File: config.mk
export PLATFORM = sky130hd
export DESIGN_NAME = windowed_moving_average_unit_flat
export DESIGN_NICKNAME = d
export VERILOG_FILES = /design/src/hw/rtl/wma_pkg.sv /design/src/hw/rtl/wma_in_if.sv /design/src/hw/rtl/wma_out_if.sv /design/src/hw/rtl/wma_cfg_if.sv /design/src/hw/rtl/wma_ram.sv /design/src/hw/rtl/wma_div.sv /design/src/hw/rtl/windowed_moving_average_unit.sv /design/src/flat_wrapper.sv
export SDC_FILE = /design/constraint.sdc
export NUM_CORES = 1
export LEC_CHECK = 0
export BUFFER_PORTS_ARGS = -buffer_cell sky130_fd_sc_hd__buf_4
export CORE_ASPECT_RATIO = 1.1
export CORE_MARGIN = 1
export CORE_UTILIZATION = 50
export CTS_CLUSTER_SIZE = 40
export DETAILED_ROUTE_END_ITERATION = 8
export PLACE_DENSITY = 0.67
export SLEW_MARGIN = 20
export SYNTH_ARGS = -nofsm -noshare
export SYNTH_HDL_FRONTEND = slang
export SYNTH_SLANG_ARGS = --single-unit
File: constraint.sdc
create_clock -name i_clk -period 4.4 [get_ports i_clk]
set_input_delay 0.44 -clock i_clk [delete_from_list [all_inputs] [get_ports i_clk]]
set_output_delay 0.44 -clock i_clk [all_outputs]
set_load 0.01 [all_outputs]
File: src/hw/rtl/wma_pkg.sv
`default_nettype none

package wma_pkg;

    // default sizes
    localparam int MAX_WINDOW_DEF  = 32;
    localparam int SAMPLE_BITS_DEF = 16;
    localparam int WIN_RESET_DEF   = 32;

    // fixed field widths
    localparam int CFG_W  = 6;
    localparam int AVG_W  = 24;
    localparam int FRAC_W = 8;

    // saturation limits of the average, as magnitudes and as signed values
    localparam logic [AVG_W:0] AVG_POS_LIM = (AVG_W + 1)'((1 << (AVG_W - 1)) - 1);
    localparam logic [AVG_W:0] AVG_NEG_LIM = (AVG_W + 1)'(1 << (AVG_W - 1));
    localparam logic [AVG_W-1:0] AVG_MAX   = {1'b0, {(AVG_W - 1){1'b1}}};
    localparam logic [AVG_W-1:0] AVG_MIN   = {1'b1, {(AVG_W - 1){1'b0}}};

    // request kinds
    localparam logic KIND_SAMPLE = 1'b0;
    localparam logic KIND_CLEAR  = 1'b1;

    // control sequencer
    typedef enum logic [2:0] {
        S_IDLE,
        S_UPDATE,
        S_DIV_START,
        S_DIV_WAIT,
        S_DONE
    } t_state;

endpackage

`default_nettype wire

File: src/hw/rtl/wma_in_if.sv
`default_nettype none

interface wma_in_if #(
    parameter int SAMPLE_BITS = wma_pkg::SAMPLE_BITS_DEF
);
    logic                   valid;
    logic                   ready;
    logic                   kind;
    logic [SAMPLE_BITS-1:0] sample;

    modport source (output valid, output kind, output sample, input ready);
    modport sink   (input valid, input kind, input sample, output ready);
endinterface

`default_nettype wire

File: src/hw/rtl/wma_out_if.sv
`default_nettype none

interface wma_out_if #(
    parameter int MAX_WINDOW = wma_pkg::MAX_WINDOW_DEF
);
    localparam int COUNT_W = $clog2(MAX_WINDOW + 1);

    logic                       valid;
    logic                       ready;
    logic [wma_pkg::AVG_W-1:0]  average_q8;
    logic [COUNT_W-1:0]         held_count;

    modport source (output valid, output average_q8, output held_count, input ready);
    modport sink   (input valid, input average_q8, input held_count, output ready);
endinterface

`default_nettype wire

File: src/hw/rtl/wma_cfg_if.sv
`default_nettype none

interface wma_cfg_if;
    logic                      valid;
    logic                      ready;
    logic [wma_pkg::CFG_W-1:0] window_size;

    modport source (output valid, output window_size, input ready);
    modport sink   (input valid, input window_size, output ready);
endinterface

`default_nettype wire

File: src/hw/rtl/wma_ram.sv
`default_nettype none

module wma_ram #(
    parameter int WIDTH = wma_pkg::SAMPLE_BITS_DEF,
    parameter int DEPTH = wma_pkg::MAX_WINDOW_DEF
) (
    input  wire logic                                   i_clk,
    input  wire logic                                   i_we,
    input  wire logic [((DEPTH > 1) ? $clog2(DEPTH) : 1)-1:0] i_waddr,
    input  wire logic [WIDTH-1:0]                       i_wdata,
    input  wire logic                                   i_re,
    input  wire logic [((DEPTH > 1) ? $clog2(DEPTH) : 1)-1:0] i_raddr,
    output logic      [WIDTH-1:0]                       o_rdata
);
    logic [WIDTH-1:0] r_mem [DEPTH];

    // write port
    always_ff @(posedge i_clk) begin
        if (i_we) begin
            r_mem[i_waddr] <= i_wdata;
        end
    end

    // registered read port
    always_ff @(posedge i_clk) begin
        if (i_re) begin
            o_rdata <= r_mem[i_raddr];
        end
    end
endmodule

`default_nettype wire

File: src/hw/rtl/wma_div.sv
`default_nettype none

module wma_div #(
    parameter int DVD_W = 29,
    parameter int DVS_W = 6
) (
    input  wire logic             i_clk,
    input  wire logic             i_rst_n,
    input  wire logic             i_start,
    input  wire logic [DVD_W-1:0] i_dividend,
    input  wire logic [DVS_W-1:0] i_divisor,
    output logic                  o_done,
    output logic      [DVD_W-1:0] o_quotient
);
    localparam int CNT_W = $clog2(DVD_W + 1);

    logic [DVS_W:0]   r_rem;
    logic [DVS_W:0]   n_rem;
    logic [DVD_W-1:0] r_quo;
    logic [DVD_W-1:0] n_quo;
    logic [DVS_W-1:0] r_dvs;
    logic [CNT_W-1:0] r_cnt;
    logic             r_busy;
    logic             r_done;
    logic [DVS_W:0]   shifted;
    logic             fits;

    // one restoring step: shift in the next dividend bit, try the subtract
    always_comb begin
        shifted = {r_rem[DVS_W-1:0], r_quo[DVD_W-1]};
        fits    = (shifted >= {1'b0, r_dvs});
        n_rem   = fits ? (shifted - {1'b0, r_dvs}) : shifted;
        n_quo   = {r_quo[DVD_W-2:0], fits};
    end

    // step counter and done pulse
    always_ff @(posedge i_clk) begin
        if (!i_rst_n) begin
            r_busy <= 1'b0;
            r_done <= 1'b0;
            r_cnt  <= '0;
        end else if (i_start) begin
            r_busy <= 1'b1;
            r_done <= 1'b0;
            r_cnt  <= CNT_W'(DVD_W);
        end else if (r_busy) begin
            r_cnt <= r_cnt - CNT_W'(1);
            if (r_cnt == CNT_W'(1)) begin
                r_busy <= 1'b0;
                r_done <= 1'b1;
            end
        end else begin
            r_done <= 1'b0;
        end
    end

    // partial remainder and quotient shift register
    always_ff @(posedge i_clk) begin
        if (i_start) begin
            r_rem <= '0;
            r_quo <= i_dividend;
            r_dvs <= i_divisor;
        end else if (r_busy) begin
            r_rem <= n_rem;
            r_quo <= n_quo;
        end
    end

    assign o_done     = r_done;
    assign o_quotient = r_quo;
endmodule

`default_nettype wire

File: src/hw/rtl/windowed_moving_average_unit.sv
`default_nettype none

// Boxcar moving average over the last window_size signed samples. Each sample request
// lands in a ring buffer RAM and updates an exact running sum; once the window is full
// the oldest sample is read back and subtracted. The result is sum * 256 / samples held,
// truncated toward zero and saturated to 24 bits, plus the held count. A clear request
// empties the filter and answers zero; a window_size write (0 reads as 1, values above
// MAX_WINDOW clamp) also empties it and is taken only while the unit is idle. A sample
// request passes through a serial divider that produces one quotient bit per cycle, and
// no new request is taken until its result is loaded into the output register. The result
// sits in an output register, so the next request is taken while it waits. No clearing
// pass follows reset.
module windowed_moving_average_unit #(
    parameter int MAX_WINDOW  = wma_pkg::MAX_WINDOW_DEF,
    parameter int SAMPLE_BITS = wma_pkg::SAMPLE_BITS_DEF
) (
    input  wire logic  i_clk,
    input  wire logic  i_rst_n,
    wma_cfg_if.sink    i_cfg,
    wma_in_if.sink     i_smp,
    wma_out_if.source  o_res
);
    localparam int COUNT_W   = $clog2(MAX_WINDOW + 1);
    localparam int PTR_W     = (MAX_WINDOW > 1) ? $clog2(MAX_WINDOW) : 1;
    localparam int SUM_W     = SAMPLE_BITS + $clog2(MAX_WINDOW);
    localparam int DVD_W     = SUM_W + wma_pkg::FRAC_W;
    localparam int EXT_W     = (DVD_W > wma_pkg::AVG_W + 1) ? DVD_W : wma_pkg::AVG_W + 1;
    localparam int CMP_W     = (wma_pkg::CFG_W > COUNT_W) ? wma_pkg::CFG_W : COUNT_W;
    localparam int WIN_RESET = (MAX_WINDOW < wma_pkg::WIN_RESET_DEF) ?
                               MAX_WINDOW : wma_pkg::WIN_RESET_DEF;

    wma_pkg::t_state r_state;
    wma_pkg::t_state n_state;

    logic [COUNT_W-1:0]            r_win;
    logic [PTR_W-1:0]              r_wptr;
    logic [COUNT_W-1:0]            r_count;
    logic signed [SUM_W-1:0]       r_sum;
    logic signed [SUM_W-1:0]       n_sum;
    logic [SAMPLE_BITS-1:0]        r_sample;
    logic                          r_clr;
    logic                          r_neg;
    logic                          r_out_valid;
    logic [wma_pkg::AVG_W-1:0]     r_avg;
    logic [COUNT_W-1:0]            r_held;

    logic                          smp_ready;
    logic                          cfg_ready;
    logic                          smp_acc;
    logic                          cfg_acc;
    logic                          mem_we;
    logic                          div_start;
    logic                          out_load;
    logic                          full;
    logic [PTR_W-1:0]              n_wptr;
    logic [CMP_W-1:0]              cfg_ext;
    logic [COUNT_W-1:0]            win_sat;
    logic [SAMPLE_BITS-1:0]        mem_rdata;
    logic [SUM_W-1:0]              sum_mag;
    logic [DVD_W-1:0]              dividend;
    logic                          div_done;
    logic [DVD_W-1:0]              div_quo;
    logic [EXT_W-1:0]              q_ext;
    logic [wma_pkg::AVG_W-1:0]     avg_val;

    assign smp_acc = i_smp.valid && smp_ready;
    assign cfg_acc = i_cfg.valid && cfg_ready;

    // next state
    always_comb begin
        n_state = r_state;
        unique case (r_state)
            wma_pkg::S_IDLE: begin
                if (smp_acc) begin
                    n_state = (i_smp.kind == wma_pkg::KIND_CLEAR) ?
                              wma_pkg::S_DONE : wma_pkg::S_UPDATE;
                end
            end
            wma_pkg::S_UPDATE:    n_state = wma_pkg::S_DIV_START;
            wma_pkg::S_DIV_START: n_state = wma_pkg::S_DIV_WAIT;
            wma_pkg::S_DIV_WAIT: begin
                if (div_done) begin
                    n_state = wma_pkg::S_DONE;
                end
            end
            wma_pkg::S_DONE: begin
                if (out_load) begin
                    n_state = wma_pkg::S_IDLE;
                end
            end
            default: n_state = wma_pkg::S_IDLE;
        endcase
    end

    // sequencer outputs
    always_comb begin
        smp_ready = 1'b0;
        cfg_ready = 1'b0;
        mem_we    = 1'b0;
        div_start = 1'b0;
        out_load  = 1'b0;
        unique case (r_state)
            wma_pkg::S_IDLE: begin
                cfg_ready = 1'b1;
                smp_ready = !i_cfg.valid;
            end
            wma_pkg::S_UPDATE:    mem_we    = 1'b1;
            wma_pkg::S_DIV_START: div_start = 1'b1;
            wma_pkg::S_DIV_WAIT:  out_load  = 1'b0;
            wma_pkg::S_DONE:      out_load  = !r_out_valid || o_res.ready;
            default:              out_load  = 1'b0;
        endcase
    end

    // window write, clamped into 1..MAX_WINDOW
    always_comb begin
        cfg_ext = CMP_W'(i_cfg.window_size);
        if (cfg_ext == '0) begin
            win_sat = COUNT_W'(1);
        end else if (cfg_ext > CMP_W'(MAX_WINDOW)) begin
            win_sat = COUNT_W'(MAX_WINDOW);
        end else begin
            win_sat = COUNT_W'(cfg_ext);
        end
    end

    // running sum update with the oldest sample leaving a full window
    always_comb begin
        full  = (r_count >= r_win);
        n_sum = r_sum + SUM_W'(signed'(r_sample));
        if (full) begin
            n_sum = n_sum - SUM_W'(signed'(mem_rdata));
        end
        if ((COUNT_W'(r_wptr) + COUNT_W'(1)) == r_win) begin
            n_wptr = '0;
        end else begin
            n_wptr = r_wptr + PTR_W'(1);
        end
    end

    // sample ring buffer
    wma_ram #(
        .WIDTH (SAMPLE_BITS),
        .DEPTH (MAX_WINDOW)
    ) u_wma_ram (
        .i_clk   (i_clk),
        .i_we    (mem_we),
        .i_waddr (r_wptr),
        .i_wdata (r_sample),
        .i_re    (smp_acc),
        .i_raddr (r_wptr),
        .o_rdata (mem_rdata)
    );

    // magnitude of the sum, scaled by the fraction bits
    assign sum_mag  = r_sum[SUM_W-1] ? SUM_W'(-r_sum) : SUM_W'(r_sum);
    assign dividend = {sum_mag, {wma_pkg::FRAC_W{1'b0}}};

    // serial divider
    wma_div #(
        .DVD_W (DVD_W),
        .DVS_W (COUNT_W)
    ) u_wma_div (
        .i_clk      (i_clk),
        .i_rst_n    (i_rst_n),
        .i_start    (div_start),
        .i_dividend (dividend),
        .i_divisor  (r_count),
        .o_done     (div_done),
        .o_quotient (div_quo)
    );

    // sign restore and saturation
    always_comb begin
        q_ext = EXT_W'(div_quo);
        if (r_clr) begin
            avg_val = '0;
        end else if (!r_neg && (q_ext > EXT_W'(wma_pkg::AVG_POS_LIM))) begin
            avg_val = wma_pkg::AVG_MAX;
        end else if (r_neg && (q_ext > EXT_W'(wma_pkg::AVG_NEG_LIM))) begin
            avg_val = wma_pkg::AVG_MIN;
        end else if (r_neg) begin
            avg_val = -q_ext[wma_pkg::AVG_W-1:0];
        end else begin
            avg_val = q_ext[wma_pkg::AVG_W-1:0];
        end
    end

    // control and filter state
    always_ff @(posedge i_clk) begin
        if (!i_rst_n) begin
            r_state     <= wma_pkg::S_IDLE;
            r_win       <= COUNT_W'(WIN_RESET);
            r_wptr      <= '0;
            r_count     <= '0;
            r_sum       <= '0;
            r_out_valid <= 1'b0;
        end else begin
            r_state <= n_state;
            if (cfg_acc) begin
                r_win   <= win_sat;
                r_wptr  <= '0;
                r_count <= '0;
                r_sum   <= '0;
            end else if (smp_acc && (i_smp.kind == wma_pkg::KIND_CLEAR)) begin
                r_wptr  <= '0;
                r_count <= '0;
                r_sum   <= '0;
            end else if (mem_we) begin
                r_wptr <= n_wptr;
                r_sum  <= n_sum;
                if (!full) begin
                    r_count <= r_count + COUNT_W'(1);
                end
            end
            if (out_load) begin
                r_out_valid <= 1'b1;
            end else if (o_res.ready) begin
                r_out_valid <= 1'b0;
            end
        end
    end

    // request capture and result register
    always_ff @(posedge i_clk) begin
        if (smp_acc) begin
            r_sample <= i_smp.sample;
            r_clr    <= (i_smp.kind == wma_pkg::KIND_CLEAR);
        end
        if (div_start) begin
            r_neg <= r_sum[SUM_W-1];
        end
        if (out_load) begin
            r_avg  <= avg_val;
            r_held <= r_count;
        end
    end

    assign i_smp.ready      = smp_ready;
    assign i_cfg.ready      = cfg_ready;
    assign o_res.valid      = r_out_valid;
    assign o_res.average_q8 = r_avg;
    assign o_res.held_count = r_held;
endmodule

`default_nettype wire

File: src/flat_wrapper.sv
// flat-port wrapper written by rule: the top's interface ports become plain ports
module windowed_moving_average_unit_flat 
#(
    parameter int MAX_WINDOW  = wma_pkg::MAX_WINDOW_DEF,
    parameter int SAMPLE_BITS = wma_pkg::SAMPLE_BITS_DEF
)
  (i_clk, i_rst_n, i_cfg_valid, i_cfg_window_size, i_cfg_ready, i_smp_valid, i_smp_kind, i_smp_sample, i_smp_ready, o_res_valid, o_res_average_q8, o_res_held_count, o_res_ready);
  wma_cfg_if i_cfg_i ();
  wma_in_if #(.SAMPLE_BITS(SAMPLE_BITS)) i_smp_i ();
  wma_out_if #(.MAX_WINDOW(MAX_WINDOW)) o_res_i ();
  input  wire logic i_clk;
  input  wire logic i_rst_n;
  input wire logic [$bits(i_cfg_i.valid)-1:0] i_cfg_valid;
  input wire logic [$bits(i_cfg_i.window_size)-1:0] i_cfg_window_size;
  output wire logic [$bits(i_cfg_i.ready)-1:0] i_cfg_ready;
  input wire logic [$bits(i_smp_i.valid)-1:0] i_smp_valid;
  input wire logic [$bits(i_smp_i.kind)-1:0] i_smp_kind;
  input wire logic [$bits(i_smp_i.sample)-1:0] i_smp_sample;
  output wire logic [$bits(i_smp_i.ready)-1:0] i_smp_ready;
  output wire logic [$bits(o_res_i.valid)-1:0] o_res_valid;
  output wire logic [$bits(o_res_i.average_q8)-1:0] o_res_average_q8;
  output wire logic [$bits(o_res_i.held_count)-1:0] o_res_held_count;
  input wire logic [$bits(o_res_i.ready)-1:0] o_res_ready;
  assign i_cfg_i.valid = i_cfg_valid;
  assign i_cfg_i.window_size = i_cfg_window_size;
  assign i_cfg_ready = i_cfg_i.ready;
  assign i_smp_i.valid = i_smp_valid;
  assign i_smp_i.kind = i_smp_kind;
  assign i_smp_i.sample = i_smp_sample;
  assign i_smp_ready = i_smp_i.ready;
  assign o_res_valid = o_res_i.valid;
  assign o_res_average_q8 = o_res_i.average_q8;
  assign o_res_held_count = o_res_i.held_count;
  assign o_res_i.ready = o_res_ready;
  windowed_moving_average_unit #(.MAX_WINDOW(MAX_WINDOW), .SAMPLE_BITS(SAMPLE_BITS)) u_core (.i_clk(i_clk), .i_rst_n(i_rst_n), .i_cfg(i_cfg_i), .i_smp(i_smp_i), .o_res(o_res_i));
endmodule
==> summary.md, run 1 <==
The flow ran to the end, and the final reports show no timing, DRC or antenna violations. The global routing usage on met3 is 0.0382. The adder-cell share of the synthesized area works out to 0.0292. TritonCTS built the clock tree. The first global-routing pass estimated 101000 µm of wire. The clock root buffer master is sky130_fd_sc_hd__clkbuf_16.

The initial detailed-routing violation count is 1398, and the xor/xnor cell area share of the yosys netlist is 0.0283. The count of synthesis-stage warnings from yosys is 0, and the later-pin clock latency in the skew report is 0.62 ns. The initial cell density of the core is 0.508, and the core footprint is 56400 µm².

The total overflow left after global routing is 0. For the cell area after layout, the log shows 32900 µm². Counting instances in the post-synthesis netlist gives the leading cell types as sky130_fd_sc_hd__edfxtp_1 (603), sky130_fd_sc_hd__mux4_2 (128), sky130_fd_sc_hd__nor2_1 (112), sky130_fd_sc_hd__nand2_1 (103), sky130_fd_sc_hd__a21oi_1 (78). After clock tree synthesis, the clock-pin slew on the worst setup and hold paths is 0.06 ns.

The global routing's busiest layer was met2. The clock net in this run drives a total of 666 sinks. The run gives 0.335 as the headroom to the max-slew limit. The mux cell area share after synthesis was 0.105. The total via count after detailed routing came out at 16500. The global-route track usage on met1 was 0.303; the number of levels in the clock H-tree was 3. The final routed wire length divided by cell count was 24.6 µm.

The power density normalized to cell area works out to 500 nW/µm². The share of flip-flops with an asynchronous set or reset is 0, and the pre-CTS setup slack is 0.0700 ns. In the synthesized netlist the dominant register cell turns out to be sky130_fd_sc_hd__edfxtp_1. The post-synthesis cell type count is 75, and the area of the mapped netlist is 28600 µm². The largest single stage delay on the critical path is 0.40 ns.

Worst setup path category: register to register. The number of register bits inferred by synthesis was 666. 61 I/O pins were placed.

The die covers 58200 µm². Grouping stages by cell kind, the critical path spends the most delay in compound AO/OA/AOI/OAI gates. Via count of the first global-routing pass: 16400.

Setup repair after global routing left no endpoint under its margin. By instance count, the cell type seen most on the critical path is sky130_fd_sc_hd__a21oi_1. Per-cell via count in the routed design: 5.99.

Measured along the y axis, the die boundary spans 253 µm. Global routing met2 resource utilization: 0.391. The proportion of layout cells with a drive suffix above 1 came out at 0.213. The number of pins with negative max-slew slack in the final report was 0. In this run the worst hold path is classified as primary input to register.

Synthesis produced a netlist whose cell count is 1812. Across the routed clock network, the largest skew measured is 0.0177 ns. At the end of routability-driven placement, the weighted congestion stood at 0.883. Setup slack on the critical path of the routed design comes to 0.239 ns.

The largest area contributor in the synthesized netlist is sky130_fd_sc_hd__edfxtp_1. The run gives 0 as the antenna diode instance count. The count of final setup violators came out at 0.

Transition time at the pin with the least slew margin: 0.997 ns. The detail route stage leaves a number of antenna-violating nets equal to 0. The final cycle utilization of the critical path was 0.946.

Relative to the synthesized area, the layout overhead comes to 14.7%. The worst path needs 4.16 ns of the cycle, external delays included. Wires add up to 67800 µm. In this run the deepest clock path goes through 3 buffers. The static leakage was 11.0 nW. The width of the chip was 230 µm.

Maximum frequency from static timing analysis: 0.240 GHz. Along the worst path, the maximum fanout reaches 3. The final layout contains 2052 nets.

The sort of element at the end of the critical path was a register. Data arrives at the worst endpoint at 4.71 ns. The main combinational cell family by area after synthesis is multiplexers. At the worst endpoint, the required time is 4.95 ns. A synthesized cell averages 15.8 µm².

Summed negative setup slack over all endpoints: 0 ns. The tightest hold path in the finished design has a slack of 0.0293 ns. Simple-gate portion of the synthesized area: 0.0668. For the part of the Yosys area used for sequential elements, the log shows 0.676. Clock tree synthesis inserted a total of 70 buffers.

Largest net degree at the start of global routing: 62. Max-cap violations in this run came to 0. The count of buffering cells on the critical path with inverters included is 2, and the area fraction in compound gates after synthesis is 0.0753. Synthesis produced a netlist with a net count of 1905.

The portion of synthesized cell area occupied by the leading cell type was 0.632; the instance area at placement was 30400 µm². The tools report the number of antenna violations at the first check in global routing as 1. The design draws 16.4 mW. The tools report the HPWL after detailed placement as 43400 µm. Dominant cell by count in the synthesized netlist: sky130_fd_sc_hd__edfxtp_1. The number of flops mapped to enable cells by yosys came out at 603. The length of the first detailed-routing pass in iterations came out at 5.

For the number of hold violations in the final report, the log shows 0. The tools report the global routing usage summed across all routing layers as 0.236. During placement, the flow inserted port buffers numbering 60. STA classifies the critical path startpoint as a register.

Walking the worst path, the cells encountered are ha_2, fa_1, a21o_1, nand4_1, nand3_2, a32oi_1, buf_4, a21oi_1, a21oi_1, xnor2_1, ha_1, buf_4, a21o_1, a21oi_1, o21ai_0, nor2_1, o21ai_1, mux2i_1, xnor3_1, a211oi_2, a31o_1. The maximum resistive drop on vdd came out at 383 µV. After detailed routing, the number of remaining DRC violations is 0. The number of placement rows is 91. Sorting the synthesized cells by area gives the leading types as sky130_fd_sc_hd__edfxtp_1 (63%), sky130_fd_sc_hd__mux4_2 (10%), sky130_fd_sc_hd__dfxtp_1 (4.4%), sky130_fd_sc_hd__ha_1 (2.7%), sky130_fd_sc_hd__xnor2_1 (1.8%). The largest individual stage delay along the critical path comes from the cell sky130_fd_sc_hd__edfxtp_1.
report_power, final:
group          switching, mW  internal (mW)
registers              0.253           7.28
logic                   1.73           1.21
clock network           2.43           3.51
total                   4.42           12.0
sequential cells by signal, summed over array words and instances (netlist names), 16 cells and up:
signal,count
u_core.r_sample,16
u_core.o_res.average_q8,24
u_core.u_wma_div.o_quotient,29
u_core.r_sum,21
u_core.u_wma_ram.r_mem,512
u_core.u_wma_ram.o_rdata,16
stage by stage:
step | util | cells
floorplan | - | 1812
detailed placement | 0.539 | 2618
CTS | 0.582 | 2756
global placement | 0.539 | 2618
finish | 0.583 | 2759
global route | 0.583 | 2759
final cells by class:
type / count / area [µm²]
Tap cell: 744 / 931
Inverter: 52 / 195
Clock buffer: 83 / 1860
Timing Repair Buffer: 162 / 1270
Sequential cell: 666 / 19400
Clock inverter: 45 / 453
Multi-Input combinational cell: 1007 / 8770
Fill cell: 4256 / 23500
path summary, 6_finish.rpt:
path / endpoint / depth (start not counted) / slack [ns] / from
worst max-delay path: u_core.r_sum[20] / 21 / 0.24 / u_core.r_sample[0]
worst min-delay path: u_core.r_sample[9] / 1 / 0.03 / i_smp_sample[9]
worst max register to register: u_core.r_sum[20] / 21 / 0.24 / u_core.r_sample[0]
worst min register to register: u_core.u_wma_div.r_rem[5] / 2 / 0.48 / u_core.u_wma_div.r_rem[5]
kinds of logic (layout without fill, tap and decap cells):
| kind of cell | count (synthesis) | in the layout |
|---|---|---|
| DFF | 666 | 666 |
| and+or+nand+nor | 388 | 388 |
| AOI/OAI and AO/OA | 322 | 322 |
| muxes | 141 | 141 |
| buffers and inverters | 139 | 342 |
| xor gates and xnor gates | 91 | 91 |
| adders and majority gates | 65 | 65 |
metal layers:
metal	vias to the layer above	routed length (µm)
met5	-	0
met4	0	3120
met3	140	4100
met2	564	33400
met1	8375	27200
li1	7436	-
repair_timing:
| action | 4_1_cts | 5_1_grt |
|---|---|---|
| resized for setup | 0 | 5 |
| endpoints found under the setup margin | 0 | 2 |
| hold endpoints to repair | 10 | 0 |
| hold buffers | 10 | 0 |
| buffers inserted | 0 | 3 |
layout by cell type, fill, tap and decap left out, types with 25 or more instances in the layout:
| cell type | netlist | layout |
|---|---|---|
| sky130_fd_sc_hd__edfxtp_1 | 603 | 603 |
| sky130_fd_sc_hd__buf_4 | 0 | 150 |
| sky130_fd_sc_hd__mux4_2 | 128 | 128 |
| sky130_fd_sc_hd__nor2_1 | 112 | 112 |
| sky130_fd_sc_hd__nand2_1 | 103 | 103 |
| sky130_fd_sc_hd__a21oi_1 | 78 | 77 |
| sky130_fd_sc_hd__clkbuf_16 | 0 | 72 |
| sky130_fd_sc_hd__a22oi_1 | 64 | 64 |
| sky130_fd_sc_hd__ha_1 | 62 | 61 |
| sky130_fd_sc_hd__dfxtp_1 | 63 | 61 |
| sky130_fd_sc_hd__xnor2_1 | 59 | 59 |
| sky130_fd_sc_hd__o21ai_0 | 54 | 53 |
| sky130_fd_sc_hd__inv_1 | 52 | 52 |
| sky130_fd_sc_hd__nand3_1 | 38 | 38 |
| sky130_fd_sc_hd__xor2_1 | 31 | 31 |
| sky130_fd_sc_hd__nand4_1 | 29 | 29 |
| sky130_fd_sc_hd__a21o_1 | 25 | 25 |
worst register-to-register path, delay by kind of cell (launching register included):
| kind | cells | cell delay [ns] |
|---|---|---|
| xor+xnor | 2 | 0.45 |
| buf+inv | 2 | 0.31 |
| compound gates | 10 | 1.52 |
| flops | 1 | 0.40 |
| simple gates | 3 | 0.36 |
| mux | 1 | 0.18 |
| fa+ha+maj | 3 | 0.91 |
Power figures use the tool's default switching activity.
==> inputs of run 2 (changes only) <==
Settings changed: CTS_BUF_LIST from default to sky130_fd_sc_hd__clkbuf_16, CTS_CLUSTER_DIAMETER from default to 30, PLACE_DENSITY 0.67 to 0.68.
==> run 2 against run 1 <==
Sequential power barely moved. Combinational power rose by 3%. Sequential share of layout area fell by 3.2 points. Clock skew rose by 0.019 ns. Die area did not move. Worst setup slack got worse by 0.0083 ns. Wire length rose by 3.2%. Via count rose by 2.9%. Clock power rose by 52%. Critical path depth fell by 1. Global-route usage rose by 0.80 points. Fmax fell by 0.20%.
==> summary.md, run 2 (synthesized netlist as in run 1, its figures left out) <==
The run finished with clean final reports. 0 antenna diodes ended up in the layout. The final routed wire length divided by cell count was 24.5 µm. More flip-flops sit in one register than any other, and that register is u_core.u_wma_ram.r_mem. In this run the worst path has a maximum fanout of 3. The per-cell via count in the routed design came out at 5.93.

Post-layout utilization of the core: 0.617. In this run the remaining antenna-violating nets after routing total 0. The summed negative setup slack over all endpoints is 0 ns, and the area added between synthesis and finish is 21.4%. The total power consumption of the routed design is 19.6 mW, and the static leakage is 11.9 nW.

The length of the first detailed-routing pass in iterations is 5. Setup repair after global routing could not meet its margin everywhere. Summing over every cut layer, the via total after detailed routing is 17000. The final cycle utilization of the critical path is 0.947, and the proportion of layout cells with a drive suffix above 1 is 0.252. The register with the most flip-flops in the layout has 512 of them. The worst setup path is launched from a register. Kind of path behind the tightest hold check: primary input to register. After legalization and detailed placement, the total HPWL measured 43600 µm. The most common cell after layout, fill and taps aside was sky130_fd_sc_hd__edfxtp_1. The library cells used most frequently in the layout, excluding fill and tap cells, are sky130_fd_sc_hd__edfxtp_1 (603), sky130_fd_sc_hd__buf_4 (151), sky130_fd_sc_hd__mux4_2 (128). CTS built an H-tree with a depth of 3. The clock root buffer master was sky130_fd_sc_hd__clkbuf_16. The floorplan step set the die height to 253 µm.

In this run, CTS created clock tree buffers numbering 117. For the maximum resistive drop on vdd, the log shows 368 µV. For the headroom to the max-slew limit, the log shows 0.372. The worst setup path is captured at a register.

In this run the tool buffered the top-level ports with 60 buffer cells. The tree built by TritonCTS fans out to 666 sinks. The logs give 56400 µm² for the core footprint and 2109 for the net total in the final layout.

In the routed design, unresolved DRC markers number 0. The logs give 0.240 GHz for the maximum frequency from static timing analysis and 53 for the largest net degree at the start of global routing. The total overflow left after global routing is 0.

The die covers 58200 µm². The logs give 1527 for the initial detailed-routing violation count and 0.0370 ns for the clock skew after layout. TritonCTS built the clock tree.

At the worst endpoint, the required time is 4.98 ns. The number of pins with negative max-slew slack in the final report was 0. For the initial cell density of the core, the log shows 0.508. The clock-pin transition on the worst setup and hold timing paths was 0.06 ns.

At the end of routability-driven placement, the weighted congestion stood at 0.879. The worst hold margin was 0.0857 ns; the count of final setup violators was 0. The filler cells instantiated in the layout total 4064.

In this run the power density over the cells is 563 nW/µm². The shortest period the worst path allows is 4.17 ns, and the number of hold violations in the final report is 0. The tools report the total wire length after detailed routing as 70000 µm. At the worst endpoint, the arrival time is 4.75 ns. The count of pins on the block boundary was 61; the global-route wire length before repair was 105000 µm.

The number of antenna violations at the first check in global routing was 2. The logs give 0 for the number of max-cap violations and 3 for the maximum root-to-sink buffer count. The number of placement rows is 91, and the transition time at the pin with the least slew margin is 0.940 ns.

The later-pin clock latency in the skew report is 0.67 ns, and the width of the chip is 230 µm. For the global routing usage summed across all routing layers, the log shows 0.245. The via count of the first global-routing pass was 17200. The worst setup path category is register to register.
==> run 2: cell types whose count changed in the layout (fill, tap and decap cells not counted), moves of 4 or more <==
| cell | change |
|---|---|
| sky130_fd_sc_hd__clkinv_16 | +4 |
| sky130_fd_sc_hd__clkinv_4 | +8 |
| sky130_fd_sc_hd__inv_1 | +8 |
| sky130_fd_sc_hd__clkinvlp_4 | +13 |
| sky130_fd_sc_hd__clkbuf_16 | +46 |
| sky130_fd_sc_hd__clkbuf_1 | -9 |
| sky130_fd_sc_hd__clkinv_2 | +5 |
| sky130_fd_sc_hd__inv_6 | +11 |
| sky130_fd_sc_hd__bufinv_16 | +6 |
| sky130_fd_sc_hd__dlygate4sd3_1 | +7 |
==> run 2: per-layer routing <==
metal  vias up  routed length (µm)  track usage
li1       7589                   -            -
met1      8541               27300        0.307
met2       684               34800        0.409
met3       174                4860       0.0477
met4         2                3030        0.118
met5         -                  12            0
==> run 2: power by group <==
part / switching [mW] / leakage (nW) / internal, mW
clock: 3.24 / 1.97 / 5.77
combinational: 1.78 / 3.95 / 1.24
sequential: 0.258 / 5.97 / 7.29
total: 5.28 / 11.9 / 14.3
==> run 2: final timing paths <==
check,start,endpoint,slack (ns),cells after the start
setup / recovery,u_core.r_sample[0],u_core.r_sum[20],0.23,20
hold reg to reg,u_core.u_wma_div.r_rem[5],u_core.u_wma_div.r_rem[5],0.49,2
setup reg to reg,u_core.r_sample[0],u_core.r_sum[20],0.23,20
hold / removal,i_rst_n,u_core.r_win[5],0.09,2
==> run 2: critical path: stages (launching register included) <==
cell                       delay, ns
sky130_fd_sc_hd__edfxtp_1       0.43
sky130_fd_sc_hd__ha_4           0.20
sky130_fd_sc_hd__fa_2           0.34
sky130_fd_sc_hd__a21o_1         0.20
sky130_fd_sc_hd__nand4_1        0.11
sky130_fd_sc_hd__nand3_2        0.10
sky130_fd_sc_hd__buf_4          0.16
sky130_fd_sc_hd__a21o_1         0.17
sky130_fd_sc_hd__a21oi_1        0.17
sky130_fd_sc_hd__xnor2_1        0.12
sky130_fd_sc_hd__ha_1           0.31
sky130_fd_sc_hd__nand2_1        0.05
sky130_fd_sc_hd__a21oi_1        0.22
sky130_fd_sc_hd__o31ai_4        0.15
sky130_fd_sc_hd__a211oi_4       0.25
sky130_fd_sc_hd__nor2_1         0.09
sky130_fd_sc_hd__o21ai_1        0.18
sky130_fd_sc_hd__mux2i_1        0.25
sky130_fd_sc_hd__xnor3_1        0.29
sky130_fd_sc_hd__a211oi_2       0.19
sky130_fd_sc_hd__a31o_1         0.11
==> run 2: timing repair <==
item	CTS	global route
resized for setup	1	15
endpoints found under the setup margin	1	6
hold buffers	17	0
hold endpoints to repair	17	0
buffers inserted	0	2
cloned	0	0
pin swaps	0	11
==> run 2: through the flow <==
step                      setup WS (ns)  instances  cell area, µm²
after floorplan                   0.162       1812           28600
after global placement           0.0259       2622           30500
after detailed placement        -0.0157       2622           30500
after CTS                       0.00187       2861           34700
after global routing            -0.0483       2863           34800
final                             0.231       2863           34800
==> run 2: final cells by class <==
| cell class | count | area [µm²] | area share |
|---|---|---|---|
| clock inverters | 104 | 1100 | 0.0316 |
| multi-input cells | 1007 | 8840 | 0.254 |
| flip-flops and latches | 666 | 19400 | 0.557 |
| inverters | 52 | 195 | 0.00561 |
| clock buffers | 118 | 2950 | 0.0849 |
| repair buffers | 172 | 1380 | 0.0398 |
| well taps | 744 | 931 | 0.0268 |
